## src/rtl/scsp_pkg.sv

```systemverilog
// shared types, constants and helpers of the s-curve segment planner
`timescale 1ns / 1ps

package scsp_pkg;

  localparam int unsigned CfgIdxW = 2;
  localparam logic [CfgIdxW-1:0] RegJerkLimit  = 2'd0;
  localparam logic [CfgIdxW-1:0] RegAccelLimit = 2'd1;

  localparam logic [30:0] LimitReset = 31'd65536;
  localparam logic [30:0] TimeMax    = 31'h7fff_ffff;
  localparam logic signed [31:0] S32Max = 32'sh7fff_ffff;
  localparam logic signed [31:0] S32Min = 32'sh8000_0000;
  localparam logic signed [34:0] SatHi  = 35'sh0_7fff_ffff;
  localparam logic signed [34:0] SatLo  = 35'sh7_8000_0000;

  // floor(m / 6) == (m * Div6Recip) >> Div6Shift for any 32-bit m
  localparam logic [31:0] Div6Recip = 32'haaaa_aaab;
  localparam int unsigned Div6Shift = 34;

  typedef struct packed {
    logic signed [31:0] v0;
    logic signed [31:0] avg;
    logic signed [31:0] am;
    logic signed [31:0] jm;
    logic [30:0]        tc;
    logic [30:0]        qa;
    logic [30:0]        tp;
    logic [30:0]        t3c;
    logic signed [31:0] tm;
    logic               cphase;
    logic signed [31:0] p_c;
    logic signed [31:0] m_b;
    logic signed [31:0] m_c;
    logic signed [31:0] m_d;
    logic signed [31:0] m_f;
    logic signed [31:0] q1;
    logic signed [31:0] v1c;
    logic signed [31:0] pp;
    logic signed [31:0] m_h;
    logic signed [31:0] q2;
    logic signed [31:0] v2c;
    logic signed [31:0] q3;
    logic signed [31:0] x1;
  } side_t;

  typedef struct packed {
    logic               cphase;
    logic signed [31:0] am;
    logic signed [31:0] jm;
    logic [30:0]        t1;
    logic [30:0]        t2;
    logic [30:0]        t3;
    logic signed [31:0] v1;
    logic signed [31:0] v2;
    logic signed [31:0] x1;
    logic signed [31:0] x2;
    logic signed [31:0] x3;
  } res_t;

  function automatic logic signed [31:0] sat32(input logic signed [34:0] x);
    logic signed [31:0] r;
    if (x > SatHi) begin
      r = S32Max;
    end else if (x < SatLo) begin
      r = S32Min;
    end else begin
      r = x[31:0];
    end
    return r;
  endfunction

  // halve, truncating toward zero
  function automatic logic signed [32:0] half33(input logic signed [32:0] x);
    logic signed [33:0] t;
    t = {x[32], x} + {33'd0, x[32]};
    return t[33:1];
  endfunction

endpackage

```

## src/rtl/scsp_qmul.sv

```systemverilog
// parallel fixed-point multiplier lanes: product stage, then shift and saturate
`timescale 1ns / 1ps

module scsp_qmul #(
  parameter int unsigned FRAC_BITS = 16,
  parameter int unsigned LANES     = 1
) (
  input  logic               clk_i,
  input  logic               rst_ni,
  input  logic               en_i,
  input  logic               valid_i,
  input  scsp_pkg::side_t    side_i,
  input  logic signed [31:0] a_i [LANES],
  input  logic signed [31:0] b_i [LANES],
  output logic               valid_o,
  output scsp_pkg::side_t    side_o,
  output logic signed [31:0] r_o [LANES]
);
  import scsp_pkg::*;

  logic               valid_q [2];
  side_t              side_q [2];
  logic [63:0]        prod_q [LANES];
  logic               neg_q [LANES];
  logic signed [31:0] r_q [LANES];

  always_ff @(posedge clk_i or negedge rst_ni) begin
    if (!rst_ni) begin
      valid_q[0] <= 1'b0;
      valid_q[1] <= 1'b0;
    end else if (en_i) begin
      valid_q[0] <= valid_i;
      valid_q[1] <= valid_q[0];
    end
  end

  always_ff @(posedge clk_i) begin
    if (en_i) begin
      side_q[0] <= side_i;
      side_q[1] <= side_q[0];
    end
  end

  for (genvar l = 0; l < LANES; l++) begin : g_lane
    logic [31:0] mag_a, mag_b;
    logic [63:0] shifted;
    logic signed [31:0] res;

    assign mag_a   = a_i[l][31] ? 32'(-a_i[l]) : a_i[l];
    assign mag_b   = b_i[l][31] ? 32'(-b_i[l]) : b_i[l];
    assign shifted = prod_q[l] >> FRAC_BITS;

    always_comb begin
      if (!neg_q[l]) begin
        res = (shifted > 64'h7fff_ffff) ? S32Max : shifted[31:0];
      end else begin
        res = (shifted > 64'h8000_0000) ? S32Min : 32'(-shifted[31:0]);
      end
    end

    always_ff @(posedge clk_i) begin
      if (en_i) begin
        prod_q[l] <= 64'(mag_a) * 64'(mag_b);
        neg_q[l]  <= a_i[l][31] ^ b_i[l][31];
        r_q[l]    <= res;
      end
    end

    assign r_o[l] = r_q[l];
  end

  assign valid_o = valid_q[1];
  assign side_o  = side_q[1];

endmodule

```

## config.mk

```make
export PLATFORM = sky130hd
export DESIGN_NAME = scsp_qmul
export DESIGN_NICKNAME = d
export VERILOG_FILES = /design/src/rtl/scsp_pkg.sv /design/src/rtl/scsp_qmul.sv
export SDC_FILE = /design/constraint.sdc
export NUM_CORES = 2
export LEC_CHECK = 0
export BUFFER_PORTS_ARGS = -buffer_cell sky130_fd_sc_hd__clkbuf_2
export CORE_AREA = 5 5 587 589
export CTS_CLUSTER_DIAMETER = 150
export DETAILED_ROUTE_END_ITERATION = 6
export DIE_AREA = 0 0 592 594
export GPL_TIMING_DRIVEN = 0
export PLACE_DENSITY_LB_ADDON = 0.3
export SLEW_MARGIN = 20
export SYNTH_ARGS = -nofsm -noshare
export SYNTH_HDL_FRONTEND = slang
export SYNTH_SLANG_ARGS = --single-unit
```

## constraint.sdc

```tcl
create_clock -name clk_i -period 6 [get_ports clk_i]
set_clock_uncertainty 0.1 [all_clocks]
set_input_delay 1.2 -clock clk_i [delete_from_list [all_inputs] [get_ports clk_i]]
set_output_delay 1.2 -clock clk_i [all_outputs]
set_load 0.1 [all_outputs]
```

# After elaboration in Yosys (flattened, before gate mapping)
# Memory sizes are Yosys's and may differ from the RTL's.
# Index checks and enable logic that the tools add are counted.
# Widths: inputs -> output; s select.
# word_totals
output_inout_bits,734
memories,4
wordCells,20
mem_bits_rw,1499
reg_bits,2
input_bits,769
# mem_list
memory,depth,word_bits,rd,rd_clocked_by_memory_dff,wr,line_no,source
side_q,2,701,2,0,2,scsp_qmul.sv:22,side_t side_q [2];
prod_q,1,64,1,0,1,scsp_qmul.sv:23,logic [63:0] prod_q [LANES];
r_q,1,32,1,0,1,scsp_qmul.sv:25,logic signed [31:0] r_q [LANES];
neg_q,1,1,1,0,1,scsp_qmul.sv:24,logic neg_q [LANES];
# classes
add_sub_neg,3
magnitude_cmp,2
muxes,7
bitwise_logic,1
n_mul,1
# ops
operator,count
$mux 32,5
$neg 32->32,3
$mul 32x32->64,1
$gt 48x31->1 const B,1
$gt 48x32->1 const B,1
$mux 1,2
$xor 1x1->1,1

# Logic depth before layout (Yosys ltp)
# An unclocked memory read counts as a cell.
# depth
word_depth,4
mapped_depth,37
ltp_nobuf,35

# Worst setup path before layout
# Ideal clock, no wire load.
# synth_path
kind,input to register
startpoint,input a_i[3] in the netlist's numbering
endpoint,"memory prod_q[0][63], data pin"
arrival_time_ps,10048
path_slack_ps,-4408
path_stages,33
setup_ps,260
t_required_ps,5640
n_path_buf,1
path_cell_list,or3_1 > nor3_2 > nand3_1 > or3_1 > or4_1 > nor2_1 > nand2_1 > and2_1 > xnor2_1 > clkbuf_1 > nor2_1 > fa_1 > fa_1 > inv_1 > fa_1 > fa_1 > inv_1 > fa_1 > fa_1 > fa_1 > inv_1 > fa_1 > inv_1 > ha_1 > nand2_1 > or3_1 > nor3_1 > nand3_1 > o21ai_0 > a211oi_1 > o31ai_1 > a21oi_1 > xnor2_1
# synth_via
elab_chain_len,3
# synth_rtl
item,line_no,source
"start, declared",scsp_qmul.sv:13,"input logic signed [31:0] a_i [LANES],"
$neg 32->32,scsp_qmul.sv:49,assign mag_a = a_i[l][31] ? 32'(-a_i[l]) : a_i[l];
$mux 32 (*),scsp_qmul.sv:49,
$mul 32x32->64 (*),scsp_qmul.sv:63,prod_q[l] <= 64'(mag_a) * 64'(mag_b);
"end, declared",scsp_qmul.sv:23,
# Every way passes the cells marked *; elsewhere a longest branch is shown, timed or not.

# Final worst setup path
# layout_path
startpoint,input a_i[4] in the netlist's numbering
endpoint,"memory prod_q[0][48], data pin"
# Same word-level chain as after synthesis.

==> impl_metrics.env <==
export IMPL_ys_flop_type="edfxtp_1"
export IMPL_routabilityCongestion=0.975
export IMPL_finalSetupViolations=48
export IMPL_synth_distinct_cells=65
export IMPL_cp_slowest_cell="fa_1"
export IMPL_maxCapViolations=0
export IMPL_yosys_warnings=0
export IMPL_rsz0062_at_grt="yes"
export IMPL_wire_per_inst_um=34.8
export IMPL_cts_tree="built"
export IMPL_dr_total_vias=56500
export IMPL_rows=214
export IMPL_yosysMostFrequentCell="edfxtp_1"
export IMPL_synth_top_family_by_area="adder cells"
export IMPL_synth_seq_area_share_pct=53.2
export IMPL_cp_common_cell="fa_1"
export IMPL_antenna_left=0
export IMPL_core_area_mm2=0.339
export IMPL_synth_top_area_share_pct=53.1
export IMPL_grt_overflow=0
export IMPL_cp_slowest_stage_delay_ps=520
export IMPL_fin_crit_ps=9980
export IMPL_crit_arrival_ps=10460
export IMPL_synth_top_cell_by_area="edfxtp_1"
export IMPL_syn_avg_cell_area_um2=13.5
export IMPL_async_flop_share_pct=0.135
export IMPL_route_detailed_drc=0
export IMPL_fin_ws_ps=-3980
export IMPL_path_buf_inv=9
export IMPL_path_max_fanout=6
export IMPL_synthMuxAreaShare_pct=0.0910
export IMPL_dp_hpwl_mm=380
export IMPL_cts_reportedPaths_clkPinSlew_ps=60
export IMPL_drive_gt1_share_pct=40.3
export IMPL_outcome="finished with violations"
export IMPL_route_final_wire_length_mm=450
export IMPL_synthSimpleGateAreaFrac_pct=6.37
export IMPL_critPathLaunch="a_i[4]"
export IMPL_hold_viol=0
export IMPL_fmax_ghz=0.100
export IMPL_grt_max_degree=95
export IMPL_clock_latency_ps=910
export IMPL_worst_r2r_path_depth=13
export IMPL_synth_edff_count=1483
export IMPL_grt_pass1_wl_mm=580
export IMPL_yosys_register_bits=1485
export IMPL_routed_via_density=4.36
export IMPL_synthAdderAreaFrac_pct=25.3
export IMPL_worstPathRequired_ps=6480
export IMPL_period_share_pct=166
export IMPL_io_buffers=1501
export IMPL_synth_compound_area_share_pct=2.09
export IMPL_slew_viol_final=0
export IMPL_die_area_mm2=0.352
export IMPL_synthCells=6200
export IMPL_worst_pin_slew_ps=1140
export IMPL_start_util_pct=24.8
export IMPL_nNetsFinal=10100
export IMPL_synth_common_cells="edfxtp_1, inv_1, fa_1"
export IMPL_path_delay_family="adder cells"
export IMPL_die_w_um=592
export IMPL_die_h_um=594
export IMPL_cts_root_buf="clkbuf_16"
export IMPL_clock_path_buffers=4
export IMPL_critPathKind="in2reg"
export IMPL_nFillCells=34100
export IMPL_register_area_mm2=0.0446
export IMPL_synth_nets=8127
export IMPL_grt_usage_pct=25.1
export IMPL_drtPass1Iterations=7
export IMPL_path_depth=36
export IMPL_worstHoldPathType="reg2reg"
export IMPL_place_area_mm2=0.0993
export IMPL_grt_pass1_vias=58300
export IMPL_ios=1503
export IMPL_drt_iter0_markers=4676
export IMPL_synthTopCellsByArea="edfxtp_1, fa_1, buf_4, inv_1, ha_1"
export IMPL_synth_xor_area_share_pct=1.72
export IMPL_violations="setup timing"
export IMPL_syn_to_final_growth_pct=33.1
export IMPL_cts_num_sinks=1485
export IMPL_reg2reg_to="r_q[0][26]$_DFFE_PP_"
export IMPL_slew_headroom_pct=23.8
export IMPL_synth_cell_area_mm2=0.0838
export IMPL_start_kind="input pin"
export IMPL_rrSetupSlack_ps=1060
export IMPL_end_kind="flip-flop"
export IMPL_numCtsBuffers=185
export IMPL_crit_end="prod_q[0][48]$_DFFE_PP_"
export IMPL_rr_startpoint="prod_q[0][17]$_DFFE_PP_"
export IMPL_fin_area_mm2=0.112
export IMPL_multi_input_area_mm2=0.0332
export IMPL_antenna_found_initial=257
export IMPL_h_tree_depth=4
[state kept, by name, indices dropped and copies added (netlist names)]
signal	cells
prod_q	48
valid_q	1
side_q	1402
neg_q	1
r_q	32
valid_o	1
[kinds of logic (layout without fill, tap and decap cells)]
family | after synthesis | after routing
AO/OA/AOI/OAI | 270 | 270
XOR/XNOR | 165 | 165
adder cells (fa/ha/maj) | 1158 | 1158
buffers and inverters | 1811 | 3973
flip-flops | 1485 | 1485
multiplexers | 7 | 7
other | 0 | 54
AND/OR/NAND/NOR | 1304 | 1304
[worst register-to-register path: cells and delay by family (launching register included)]
family	cells	cell delay (ps)
buffers and inverters	3	660
AOI/OAI and AO/OA	2	970
and+or+nand+nor	7	2230
adders and majority gates	1	190
DFF	1	470
[cells in the final DEF, fill, tap and decap left out, types with 17 or more instances in the layout]
cell / instances
inv_1: 916
clkinv_2: 41
clkbuf_2: 1527
o311ai_0: 26
nand2b_1: 19
a21o_1: 19
xnor2_4: 23
buf_12: 41
xor2_1: 22
clkbuf_1: 44
xor2_4: 31
clkbuf_8: 36
nor2_1: 569
ha_1: 219
buf_4: 920
edfxtp_1: 1483
clkbuf_16: 217
fa_2: 51
diode_2: 54
clkbuf_4: 34
ha_4: 37
fa_1: 844
a21oi_2: 21
nand2_1: 522
buf_6: 52
buf_16: 24
buf_8: 17
o21ai_0: 34
clkinv_1: 32
xnor2_2: 26
xor2_2: 23
a21oi_1: 40
xnor2_1: 40
[metrics by stage]
step	hold slack (ps)	setup slack (ps)	TNS [ps]	utilization [%]	instances
6_report	243	-3980	-158010	32.9	13000
5_1_grt	243	-4110	-164790	32.9	12900
4_1_cts	218	-3690	-148070	32.6	12900
3_5_place_dp	305	-7760	-305640	29.3	12300
3_3_place_gp	300	-26060	-	28.9	12200
2_1_floorplan	300	-4090	-160920	-	6200
[how the worst min path moves through the flow]
stage,startpoint,endpoint,slack [ps],depth (start not counted)
final,side_q[0][649]$_DFFE_PP_,side_q[0][1350]$_DFFE_PP_,240,0
after global routing,side_q[0][649]$_DFFE_PP_,side_q[0][1350]$_DFFE_PP_,240,0
after CTS,side_q[0][649]$_DFFE_PP_,side_q[0][1350]$_DFFE_PP_,220,0
after detailed placement,side_q[0][306]$_DFFE_PP_,side_q[0][1007]$_DFFE_PP_,300,0
after global placement,side_q[0][453]$_DFFE_PP_,side_q[0][1154]$_DFFE_PP_,300,0
after floorplan,side_q[0][299]$_DFFE_PP_,side_q[0][1000]$_DFFE_PP_,300,0
[per-layer routing]
metal | up-vias | track usage (%) | wire [um]
met5 | - | 0 | 1140
met4 | 178 | 8.38 | 19400
met3 | 766 | 7.24 | 39000
met2 | 2544 | 41.7 | 215000
met1 | 29500 | 31.3 | 176000
li1 | 23500 | - | -
[timing repair]
item | CTS | global route
pin swaps | 221 | 85
hold endpoints to repair | 2 | 0
gates cloned | 2 | 1
resized for setup | 639 | 139
hold buffers | 1 | 0
buffers inserted | 230 | 48
endpoints found under the setup margin | 48 | 48
[layout make-up]
type	count	share of cell area (%)
inverter	931	3.13
sequential	1485	40.0
antenna	54	0.121
multi-input combinational	2904	29.7
clock buffer	212	4.28
clock inverter	124	1.15
timing repair buffer	1837	10.2
buffer	869	6.38
tap	4536	5.09
Power is left out: the tool's default activity adds up to more than one toggle a clock period on the data nets, which glitch-free logic cannot reach.
