==> config.mk <==
export PLATFORM = sky130hd
export DESIGN_NAME = scsp_skid
export DESIGN_NICKNAME = d
export VERILOG_FILES = /design/src/rtl/scsp_pkg.sv /design/src/rtl/scsp_skid.sv
export SDC_FILE = /design/constraint.sdc
export NUM_CORES = 1
export LEC_CHECK = 0
export ABC_AREA = 1
export BUFFER_PORTS_ARGS = -buffer_cell sky130_fd_sc_hd__buf_2
export CAP_MARGIN = 20
export CORE_MARGIN = 5
export CORE_UTILIZATION = 30
export DETAILED_ROUTE_END_ITERATION = 12
export GPL_ROUTABILITY_DRIVEN = 0
export SYNTH_ARGS = -nofsm -noshare
export SYNTH_HDL_FRONTEND = slang
export SYNTH_SLANG_ARGS = --single-unit
==> constraint.sdc <==
create_clock -name clk_i -period 22.5 [get_ports clk_i]
set_input_delay 3.375 -clock clk_i [delete_from_list [all_inputs] [get_ports clk_i]]
set_output_delay 3.375 -clock clk_i [all_outputs]
set_load 0.01 [all_outputs]
==> src/rtl/scsp_pkg.sv <==
// shared types, constants and helpers of the s-curve segment planner
`timescale 1ns / 1ps

package scsp_pkg;

  localparam int unsigned CfgIdxW = 2;
  localparam logic [CfgIdxW-1:0] RegJerkLimit  = 2'd0;
  localparam logic [CfgIdxW-1:0] RegAccelLimit = 2'd1;

  localparam logic [30:0] LimitReset = 31'd65536;
  localparam logic [30:0] TimeMax    = 31'h7fff_ffff;
  localparam logic signed [31:0] S32Max = 32'sh7fff_ffff;
  localparam logic signed [31:0] S32Min = 32'sh8000_0000;
  localparam logic signed [34:0] SatHi  = 35'sh0_7fff_ffff;
  localparam logic signed [34:0] SatLo  = 35'sh7_8000_0000;

  // floor(m / 6) == (m * Div6Recip) >> Div6Shift for any 32-bit m
  localparam logic [31:0] Div6Recip = 32'haaaa_aaab;
  localparam int unsigned Div6Shift = 34;

  typedef struct packed {
    logic signed [31:0] v0;
    logic signed [31:0] avg;
    logic signed [31:0] am;
    logic signed [31:0] jm;
    logic [30:0]        tc;
    logic [30:0]        qa;
    logic [30:0]        tp;
    logic [30:0]        t3c;
    logic signed [31:0] tm;
    logic               cphase;
    logic signed [31:0] p_c;
    logic signed [31:0] m_b;
    logic signed [31:0] m_c;
    logic signed [31:0] m_d;
    logic signed [31:0] m_f;
    logic signed [31:0] q1;
    logic signed [31:0] v1c;
    logic signed [31:0] pp;
    logic signed [31:0] m_h;
    logic signed [31:0] q2;
    logic signed [31:0] v2c;
    logic signed [31:0] q3;
    logic signed [31:0] x1;
  } side_t;

  typedef struct packed {
    logic               cphase;
    logic signed [31:0] am;
    logic signed [31:0] jm;
    logic [30:0]        t1;
    logic [30:0]        t2;
    logic [30:0]        t3;
    logic signed [31:0] v1;
    logic signed [31:0] v2;
    logic signed [31:0] x1;
    logic signed [31:0] x2;
    logic signed [31:0] x3;
  } res_t;

  function automatic logic signed [31:0] sat32(input logic signed [34:0] x);
    logic signed [31:0] r;
    if (x > SatHi) begin
      r = S32Max;
    end else if (x < SatLo) begin
      r = S32Min;
    end else begin
      r = x[31:0];
    end
    return r;
  endfunction

  // halve, truncating toward zero
  function automatic logic signed [32:0] half33(input logic signed [32:0] x);
    logic signed [33:0] t;
    t = {x[32], x} + {33'd0, x[32]};
    return t[33:1];
  endfunction

endpackage

==> src/rtl/scsp_skid.sv <==
// two-entry output buffer that decouples the pipeline from the result stall
`timescale 1ns / 1ps

module scsp_skid (
  input  logic           clk_i,
  input  logic           rst_ni,
  input  logic           push_i,
  input  scsp_pkg::res_t data_i,
  input  logic           stall_i,
  output logic           valid_o,
  output scsp_pkg::res_t data_o,
  output logic           full_o,
  output logic [1:0]     count_o
);
  import scsp_pkg::*;

  res_t       buf_q [2];
  logic       wr_q, rd_q;
  logic [1:0] cnt_q;
  logic       pop;

  assign valid_o = cnt_q != 2'd0;
  assign full_o  = cnt_q == 2'd2;
  assign count_o = cnt_q;
  assign data_o  = buf_q[rd_q];
  assign pop     = valid_o && !stall_i;

  always_ff @(posedge clk_i or negedge rst_ni) begin
    if (!rst_ni) begin
      wr_q  <= 1'b0;
      rd_q  <= 1'b0;
      cnt_q <= 2'd0;
    end else begin
      if (push_i) begin
        wr_q <= !wr_q;
      end
      if (pop) begin
        rd_q <= !rd_q;
      end
      cnt_q <= cnt_q + {1'b0, push_i} - {1'b0, pop};
    end
  end

  always_ff @(posedge clk_i) begin
    if (push_i) begin
      buf_q[wr_q] <= data_i;
    end
  end

endmodule

# Word level (Yosys, flattened, before mapping)

Memory sizes are Yosys's and may differ from the RTL's.
Index checks and enable logic that the tools add are counted.

Word-level logic and storage cells: 14
Bits in writable memories: 636
Flip-flop bits (word level): 4
Input port bits: 322
Memories kept: 1
Output and inout bits: 322

Multiplexer cells: 2
Equality and inequality tests: 1
$add $sub $neg: 2
Reductions and logical operators: 5

Memory list:

| memory | depth | width | read ports | clocked after Yosys merged registers in | write ports | line            | source |
|---|---|---|---|---|---|---|---|
| buf_q  | 2     | 318   | 1          | 0                                       | 1           | scsp_skid.sv:17 | `res_t buf_q [2];` |

Operator list:

| kind                                        | number |
|---|---|
| 1-bit logical NOT                           | 3 |
| 2-bit by 1-bit adder with 2-bit output      | 1 |
| 2-bit == test, second input constant        | 1 |
| 1-bit two-way mux                           | 2 |
| 2-bit nonzero test                          | 1 |
| 2-bit by 1-bit subtractor with 2-bit output | 1 |
| 1-bit logical AND                           | 1 |

# Longest topological paths before layout

Gate-level depths: netlist of run 1.

Word-level depth: 3
Gate-level depth with buffers: 10
Gate-level depth less buffers: 10

# Worst setup path after synthesis of run 1

No wires, ideal clock.

Path kind: input port to flip-flop
From: input port push_i
To: memory buf_q[0][0] (netlist bit) (enable)
Required time: 21487 ps
Slack: 4792 ps
Stages: 2
Arrival: 16695 ps
Buffers on the path: 0
Library setup time: 1013 ps
Path through: inv_1 nor2_1

Word-level cells in the longest chain between the ends: 2

Ends and longest elaborated chain:

| what                                    | line            | source |
|---|---|---|
| start: declaration                      | scsp_skid.sv:7  | `input logic push_i,` |
| 1-bit two-way mux                       | scsp_skid.sv:45 | `if (push_i) begin` |
| 1-bit two-way mux (not written as such) | scsp_skid.sv:46 | `buf_q[wr_q] <= data_i;` |
| end: declaration                        | scsp_skid.sv:17 |  |

No other way between the ends.

==> metrics.cfg, run 1 <==
[min_path]
min_path_type = flip-flop to flip-flop
hold_depth = 1

[cts]
clkSinkCount = 640
postCtsSetupBuffers = 0
cts_buffers = 72
ctsHoldBuffers = 0
cts_resized = 0
clock_latency_ns = 0.60
cts_root_buffer = clkbuf_16
path_clk_slew_ns = 0.06
htreeDepth = 3
tritoncts = built
clk_path_buf_depth = 3

[drt]
drt-vias-per-instance = 4.29
postRouteAntennaNets = 0
detail_route.wl_per_cell_um = 17.3
drt-pass1-iter-count = 5
drc = 0
drtIter0Drc = 880
vias = 14864
postRouteWirelength_mm = 59.9

[die]
start_util_pct = 30.4
die_h_um = 290
num_rows = 102
die_w_um = 290
die-area_um2 = 84400
boundaryPins = 644
coreArea_um2 = 77700

[global_route]
grt_pass1_vias = 15616
antenna_found_initial = 22
grt_pass1_wl_mm = 90.2
grt_max_degree = 161
track_usage_pct = 13.6
overflow = 0

[worst_setup_path]
slowest_stage = buf_4
path_max_fanout = 160
cp_slowest_stage_delay_ns = 0.82
start_kind = flip-flop
worst-path-buf-inv = 3
cp_top_family = buffers and inverters
cp.depth = 5
reg2reg_depth = 4
critPathKind = flip-flop to output port
crit_chain = inv_8 > buf_4 > nand2_1 > nand2_1 > buf_2
critPathCaptureType = output port
crit_path_frequent_cell = nand2_1
required_ns = 19.12
crit_arrival_ns = 3.45

[timing]
fmax_mhz = 146
report.final.slew_viol_count = 0
fin_ws_ns = 15.67
finalSetupTns_ns = 0
max-slew-margin-rel_pct = 32.5
setup_viol = 0
fin_crit_sh_pct = 30.3
hold_viol = 0
layout_min_cycle_time_ns = 6.83
fin_skew_ns = 0.0220
rsz0062_at_grt = false
worstMarginPinSlew_ns = 1.01

[synth]
yosysSeqAreaShare_pct = 81.4
ys_ff_latch = 640
yosysWarnings = 0
syn-mean-instance-area_um2 = 13.9
synth_cell_types = 13
syn_area_um2 = 23600
synth_fp_nets = 2016
synth_cells = 1692

[run_status]
status = complete, no violations

[pwr]
leakage_uw = 0.0127
peakVddDrop_mv = 0.0741
p_per_area_nw_per_um2 = 132

[placement]
place_ws_ns = 15.42
post-dp-hpwl_mm = 40.3
portBuffers = 643

[finish]
syn_to_final_growth_pct = 26.6
nets = 2676
fillers = 7402
final_common_cell = nand2_1
layout_common_cells = nand2_1 (964), buf_2 (643), edfxtp_1 (636), clkbuf_16 (74), clkbuf_1 (15)
drive_gt1_share_pct = 31.7

[run]
drv_cap = 0

## synth_stat cells
library cell,instances,area (um^2)
nand2_1,964,3620
edfxtp_1,636,19100
buf_6,30,338
buf_2,20,100
buf_4,14,105
inv_1,9,33.8
buf_12,7,140
dfrtp_1,4,100
ha_1,2,25.0
nand3_1,2,10.0
nor2_1,2,7.51
inv_6,1,8.76
xor2_1,1,8.76
## state kept, by name, indices dropped and copies added, names as in the netlist
signal and count:
buf_q 636, count_o 2, rd_q 1, wr_q 1
## per-stage QoR
stage                     hold slack, ns  instances  area [um^2]  power [uW]  util, %
final                              0.548       3461        29900        3950     38.4
after global routing               0.564       3458        29900        4180     38.4
after CTS                          0.548       3448        29800        4020     38.4
after detailed placement           0.539       3318        27600        2880     35.5
after global placement             0.539       3318        27600        2860     35.5
after floorplan                    0.463       1692        23600        2490        -
## report_power, final
part / leakage (uW) / total [uW] / internal (uW) / switching [uW]
Sequential: 0.00602 / 1640 / 1580 / 56.7
Combinational: 0.00557 / 1180 / 355 / 828
Clock: 0.00113 / 1130 / 661 / 465
## routing by layer
| layer | vias to the layer above | GRT usage [%] | wire (um) | part of all wire, % |
|---|---|---|---|---|
| met2 | 560 | 23.9 | 30400 | 51 |
| met4 | 12 | 5.85 | 2410 | 4.0 |
| met5 | - | 0 | 67 | 0.11 |
| met1 | 7079 | 14.9 | 21800 | 37 |
| li1 | 7065 | - | - | - |
| met3 | 148 | 4.69 | 5160 | 8.6 |
## layout make-up
type / instances / area, um^2 / area share (%)
Tap cell: 1040 / 1300 / 4.35
Clock buffer: 91 / 1940 / 6.48
Timing Repair Buffer: 657 / 3320 / 11.1
Antenna cell: 13 / 32.5 / 0.109
Sequential cell: 640 / 19200 / 64.3
Multi-Input combinational cell: 971 / 3680 / 12.3
Clock inverter: 39 / 357 / 1.19
Inverter: 10 / 52.6 / 0.176
## path summary, 6_finish.rpt
kind | slack, ns | startpoint | end
max in group asynchronous | 19.78 | rst_ni | rd_q
worst max-delay path | 15.67 | rd_q | data_o[97]
worst min register to register | 0.55 | wr_q | wr_q
worst min-delay path | 0.55 | wr_q | wr_q
min in group asynchronous | 2.59 | rst_ni | rd_q
worst max register to register | 18.63 | wr_q | buf_q[0][229]
## logic make-up (layout without fill, tap and decap cells)
logic type / count (synthesis) / after routing / share of synthesized area, %
other: 0 / 13 / 0
buffers and inverters: 81 / 797 / 3.08
flip-flops: 640 / 640 / 81.4
adder cells (fa/ha/maj): 2 / 2 / 0.106
AND/OR/NAND/NOR: 968 / 968 / 15.4
XOR/XNOR: 1 / 1 / 0.0371
(Power assumes the default switching activity.)
==> run 2, diff against run 1 <==
==> constraint.sdc (replaced) <==
create_clock -name clk_i -period 5.5 [get_ports clk_i]
set_input_delay 0.825 -clock clk_i [delete_from_list [all_inputs] [get_ports clk_i]]
set_output_delay 0.825 -clock clk_i [all_outputs]
set_load 0.01 [all_outputs]
==> metrics.cfg, run 2 (synthesis gave the netlist of run 1 again) <==
[run_status]
status = complete, no violations  ; unchanged

[die]
boundaryPins = 644  ; unchanged
die_h_um = 290  ; unchanged
coreArea_um2 = 77700  ; unchanged
die-area_um2 = 84400  ; unchanged
num_rows = 102  ; unchanged
die_w_um = 290  ; unchanged
start_util_pct = 30.4  ; unchanged

[drt]
vias = 14840  ; was 14864
postRouteAntennaNets = 0  ; unchanged
drtIter0Drc = 901  ; was 880
drc = 0  ; unchanged
drt-vias-per-instance = 4.29  ; about the same
drt-pass1-iter-count = 5  ; unchanged
postRouteWirelength_mm = 61.7  ; was 59.9 mm
detail_route.wl_per_cell_um = 17.8  ; was 17.3 um

[global_route]
grt_pass1_wl_mm = 91.6  ; was 90.2 mm
overflow = 0  ; unchanged
grt_max_degree = 183  ; was 161
grt_pass1_vias = 15406  ; was 15616
antenna_found_initial = 17  ; was 22
track_usage_pct = 13.9  ; was 13.6%

[worst_setup_path]
start_kind = flip-flop  ; unchanged
crit_chain = clkinv_8 > buf_12 > nand2_1 > nand2_1 > buf_2  ; was inv_8 > buf_4 > nand2_1 > nand2_1 > buf_2
path_max_fanout = 147  ; was 160
critPathKind = flip-flop to output port  ; unchanged
slowest_stage = dfrtp_4  ; was buf_4
crit_path_frequent_cell = nand2_1  ; unchanged
r2r_slack_ns = 2.84  ; was 18.63 ns
crit_arrival_ns = 3.38  ; was 3.45 ns
critPathCaptureType = output port  ; unchanged
required_ns = 4.68  ; was 19.12 ns
cp_slowest_stage_delay_ns = 0.93  ; was 0.82 ns

[finish]
nets = 2675  ; was 2676
fillers = 7354  ; was 7402
largest-register = buf_q  ; unchanged
largest_reg_flops = 636  ; unchanged
syn_to_final_growth_pct = 27.0  ; was 26.6%
layout_common_cells = nand2_1 (963), buf_2 (643), edfxtp_1 (636), clkbuf_16 (74)  ; was nand2_1 (964), buf_2 (643), edfxtp_1 (636), clkbuf_16 (74), clkbuf_1 (15)
post-route-util_pct = 38.6  ; was 38.4%
drive_gt1_share_pct = 31.2  ; was 31.7%
final_common_cell = nand2_1  ; unchanged

[timing]
report.final.slew_viol_count = 0  ; unchanged
fin_crit_sh_pct = 76.5
fmax_mhz = 238
layout_min_cycle_time_ns = 4.20
max-slew-margin-rel_pct = 22.3  ; was 32.5%
fin_skew_ns = 0.0258  ; was 0.0220 ns
fin_ws_ns = 1.30  ; was 15.67 ns
whs_ns = 0.411  ; was 0.548 ns
hold_viol = 0  ; unchanged
rsz0062_at_grt = false  ; unchanged
setup_viol = 0  ; unchanged
finalSetupTns_ns = 0  ; unchanged
worstMarginPinSlew_ns = 1.17  ; was 1.01 ns

[cts]
cts_buffers = 71  ; was 72
path_clk_slew_ns = 0.07  ; was 0.06 ns
postCtsSetupBuffers = 0  ; unchanged
cts_resized = 0  ; unchanged
clk_path_buf_depth = 3  ; unchanged
cts_root_buffer = clkbuf_16  ; unchanged
tritoncts = built  ; unchanged
htreeDepth = 3  ; unchanged
clkSinkCount = 640  ; unchanged
clock_latency_ns = 0.60  ; about the same

[run]
drv_cap = 0  ; unchanged

[min_path]
min_path_type = input pin to flip-flop  ; was flip-flop to flip-flop

[placement]
post-dp-hpwl_mm = 41.6  ; was 40.3 mm
place_ws_ns = 1.93  ; was 15.42 ns
portBuffers = 643  ; unchanged

[pwr]
peakVddDrop_mv = 0.325  ; was 0.0741 mV
leakage_uw = 0.0127  ; about the same
p_per_area_nw_per_um2 = 541  ; was 132 nW/um^2

[run 2: per-layer routing]
| layer | track usage, % | vias to the layer above | routed length (um) |
|---|---|---|---|
| met5 | 0 | - | 87 |
| met4 | 4.79 | 12 | 1850 |
| met3 | 5.43 | 122 | 6050 |
| met2 | 24.5 | 605 | 31200 |
| met1 | 15.4 | 7023 | 22500 |
| li1 | - | 7078 | - |
[run 2: final cells by class]
class	instances	area [um^2]	area share (%)
timing repair buffer	657	3400	11.3
multi-input combinational	971	3690	12.3
antenna	15	37.5	0.125
sequential	640	19200	64.1
clock buffer	93	1920	6.42
clock inverter	34	343	1.14
tap	1040	1300	4.34
inverter	10	66.3	0.221
[run 2: final timing paths]
check,end,from,cells past startpoint
min reg2reg,count_o[1],count_o[1],3
min in group asynchronous,count_o[0],rst_ni,2
max reg2reg,rd_q,rd_q,4
min,buf_q[1][22],data_i[22],1
max,data_o[225],rd_q,5
max in group asynchronous,rd_q,rst_ni,2
[run 2: stage by stage]
stage | power [uW] | instance area [um^2] | cells
detailed placement | 11800 | 27700 | 3317
global route | 17200 | 29900 | 3450
floorplan | 9950 | 23600 | 1692
global placement | 11800 | 27700 | 3317
CTS | 16500 | 29900 | 3445
finish | 16200 | 30000 | 3460
[run 2: repair_timing]
item | 4_1_cts | 5_1_grt
hold buffers | 1 | 0
hold endpoints to repair | 4 | 0
endpoints found under the setup margin | 0 | 0
[run 2: critical path: cells and delay by family, from the launching register on]
family                 cells  cell delay (ns)
buffers and inverters      3             1.21
flip-flops                 1             0.93
AND/OR/NAND/NOR            2             0.31
[run 2: where the power goes]
| part | leakage (uW) | switching, uW | internal [uW] |
|---|---|---|---|
| clock network | 0.00109 | 1880 | 2710 |
| logic | 0.00559 | 3350 | 1490 |
| registers | 0.00602 | 291 | 6480 |
==> run 3, diff against run 2 <==
--- a/config.mk
+++ b/config.mk
@@ -5,7 +5,7 @@
 export SDC_FILE = /design/constraint.sdc
 export NUM_CORES = 1
 export LEC_CHECK = 0
-export ABC_AREA = 1
+export ABC_AREA = 0
 export BUFFER_PORTS_ARGS = -buffer_cell sky130_fd_sc_hd__buf_2
 export CAP_MARGIN = 20
 export CORE_MARGIN = 5
==> constraint.sdc (replaced) <==
create_clock -name clk_i -period 3.81 [get_ports clk_i]
set_input_delay 0.5715 -clock clk_i [delete_from_list [all_inputs] [get_ports clk_i]]
set_output_delay 0.5715 -clock clk_i [all_outputs]
set_load 0.01 [all_outputs]
==> metrics.cfg, run 3 <==
[finish]
largest_reg_flops = 636  ; unchanged
layout_common_cells = buf_2 (643), edfxtp_1 (636), mux2_2 (318), clkbuf_16 (69), buf_4 (25)  ; was nand2_1 (963), buf_2 (643), edfxtp_1 (636), clkbuf_16 (74)
drive_gt1_share_pct = 61.5  ; was 31.2%
final_common_cell = buf_2  ; was nand2_1
nets = 2047  ; was 2675
syn_to_final_growth_pct = 28.7  ; was 27.0%
stdcell_area_um2 = 29900  ; was 30000 um^2
largest-register = buf_q  ; unchanged
fillers = 7082  ; was 7354
post-route-util_pct = 38.8  ; was 38.6%

[synth]
synth_top_cell_area_share_pct = 82.0  ; was 80.9%
synth.most_common_cell = edfxtp_1  ; was nand2_1
synth_cell_types = 14  ; was 13
syn-mean-instance-area_um2 = 23.1  ; was 13.9 um^2
synth_cells = 1007  ; was 1692
yosys_most_used_dff = edfxtp_1  ; unchanged
syn_area_um2 = 23300  ; was 23600 um^2
synth_top_area_cell = edfxtp_1  ; unchanged
yosysSeqAreaShare_pct = 82.5  ; was 81.4%
async_flop_share_pct = 0.625  ; unchanged
yosysWarnings = 0  ; unchanged
ys_ff_latch = 640  ; unchanged
synth.area.top_cells = edfxtp_1 (82%), mux2_2 (15%), buf_6 (1.6%), dfrtp_1 (0.43%), xnor2_1 (0.11%)  ; was edfxtp_1 (81%), nand2_1 (15%), buf_6 (1.4%), buf_12 (0.59%), buf_4 (0.45%)
synth_common_cells = edfxtp_1 (636), mux2_2 (318), buf_6 (33)  ; was nand2_1 (964), edfxtp_1 (636), buf_6 (30)
synth_fp_nets = 1331  ; was 2016
synth_edf_count = 636  ; unchanged

[timing]
worstMarginPinSlew_ns = 0.794  ; was 1.17 ns
finalSetupTns_ns = 0  ; unchanged
rsz0062_at_grt = false  ; unchanged
fin_skew_ns = 0.0215  ; was 0.0258 ns
fin_crit_sh_pct = 77.4
hold_viol = 0  ; unchanged
max-slew-margin-rel_pct = 47.1  ; was 22.3%
setup_viol = 0  ; unchanged
layout_min_cycle_time_ns = 2.95
report.final.slew_viol_count = 0  ; unchanged
fmax_mhz = 339

[placement]
portBuffers = 643  ; unchanged
dpl_cell_area_um2 = 27800  ; was 27700 um^2
post-dp-hpwl_mm = 39.8  ; was 41.6 mm

[drt]
postRouteWirelength_mm = 55.0  ; was 61.7 mm
drtIter0Drc = 551  ; was 901
detail_route.wl_per_cell_um = 19.4  ; was 17.8 um
postRouteAntennaNets = 0  ; unchanged
vias = 12068  ; was 14840
drc = 0  ; unchanged
drt-pass1-iter-count = 4  ; was 5
drt-vias-per-instance = 4.27  ; was 4.29

[cts]
clk_path_buf_depth = 3  ; unchanged
tritoncts = built  ; unchanged
clkSinkCount = 640  ; unchanged
path_clk_slew_ns = 0.06  ; was 0.07 ns
clock_latency_ns = 0.59  ; was 0.60 ns
cts_buffers = 68  ; was 71
cts_root_buffer = clkbuf_16  ; unchanged
cts_resized = 0  ; unchanged
postCtsSetupBuffers = 0  ; unchanged
htreeDepth = 3  ; unchanged

[worst_setup_path]
path_max_fanout = 52  ; was 147
start_kind = flip-flop  ; unchanged
critPathKind = flip-flop to output port  ; unchanged
required_ns = 3.24  ; was 4.68 ns
critPathCaptureType = output port  ; unchanged
crit_arrival_ns = 2.38  ; was 3.38 ns

[run]
drv_cap = 0  ; unchanged

[global_route]
track_usage_pct = 12.5  ; was 13.9%
antenna_found_initial = 17  ; unchanged
overflow = 0  ; unchanged
grt_max_degree = 95  ; was 183
grt_pass1_vias = 13430  ; was 15406
grt_pass1_wl_mm = 79.1  ; was 91.6 mm

[die]
boundaryPins = 644  ; unchanged
die_w_um = 289  ; was 290 um
die-area_um2 = 83300  ; was 84400 um^2
die_h_um = 289  ; was 290 um
start_util_pct = 30.1  ; was 30.4%
num_rows = 102  ; unchanged
coreArea_um2 = 77200  ; was 77700 um^2

[pwr]
peakVddDrop_mv = 0.430  ; was 0.325 mV
p_per_area_nw_per_um2 = 741  ; was 541 nW/um^2
leakage_uw = 0.0111  ; was 0.0127 uW

[min_path]
min_path_type = input pin to flip-flop  ; unchanged

[run_status]
status = complete, no violations  ; unchanged

[run 3: cell count changes after synthesis, sizes merged, moves of 3 or more]
cell	delta
buf	-36
inv	-7
nand2	-964
xnor2	+3
mux2	+318
[run 3: worst paths after layout]
| check | startpoint | cells after the start | slack (ns) | to |
|---|---|---|---|---|
| worst max-delay path | rd_q | 4 | 0.86 | data_o[246] |
| worst min-delay path | data_i[56] | 1 | 0.16 | buf_q[0][56] |
| worst max register to register | wr_q | 2 | 1.83 | buf_q[1][289] |
| worst min register to register | wr_q | 1 | 0.56 | wr_q |
| max in group asynchronous | rst_ni | 2 | 3.30 | count_o[1] |
| min in group asynchronous | rst_ni | 2 | 0.37 | wr_q |
[run 3: cells by family after synthesis]
logic type / after synthesis / synth area share [%]
AOI/OAI and AO/OA: 1 / 0.0323
and+or+nand+nor: 4 / 0.108
buffers and inverters: 38 / 1.74
muxes: 318 / 15.4
adders and majority gates: 2 / 0.107
DFF: 640 / 82.5
xor gates and xnor gates: 4 / 0.151
[run 3: what timing repair did]
action / CTS / global route
hold endpoints to repair: 4 / 0
hold buffers: 1 / 0
setup endpoints to repair: 0 / 0
[run 3: report_power, final]
group | switching [uW] | leakage (uW) | internal [uW]
sequential | 359 | 0.00601 | 9330
combinational | 3520 | 0.00408 | 2900
clock | 2640 | 0.000991 | 3430
[run 3: stage by stage]
stage	power, uW	std cells	worst slack (ns)	hold WS (ns)
floorplan	14000	1007	-1.95	0.276
global placement	16300	2692	1.49	0.383
detailed placement	16400	2692	1.46	0.392
CTS	22600	2812	0.779	0.100
global route	23300	2825	0.728	0.109
finish	22200	2827	0.861	0.161
[run 3: critical path: stages (launching register included)]
cell and delay [ns]:
dfrtp_4 0.65, buf_12 0.24, buf_12 0.27, mux2_2 0.38
buf_2 0.15
[run 3: layer usage]
| layer | vias up | GRT usage [%] | share of wire [%] |
|---|---|---|---|
| met2 | 432 | 22.8 | 53 |
| met1 | 6042 | 12.8 | 35 |
| met4 | 4 | 5.49 | 3.4 |
| met5 | - | 0 | 0.049 |
| li1 | 5481 | - | - |
| met3 | 109 | 4.39 | 8.6 |
[run 3: cell type report]
| class | instances | area, um^2 | area share [%] |
|---|---|---|---|
| flip-flops and latches | 640 | 19200 | 64.1 |
| multi-input cells | 329 | 3680 | 12.3 |
| repair buffers | 681 | 3660 | 12.2 |
| clock buffers | 86 | 1790 | 5.98 |
| well taps | 1040 | 1300 | 4.34 |
| clock inverters | 33 | 267 | 0.890 |
| diodes | 15 | 37.5 | 0.125 |
| inverters | 3 | 11.3 | 0.0376 |
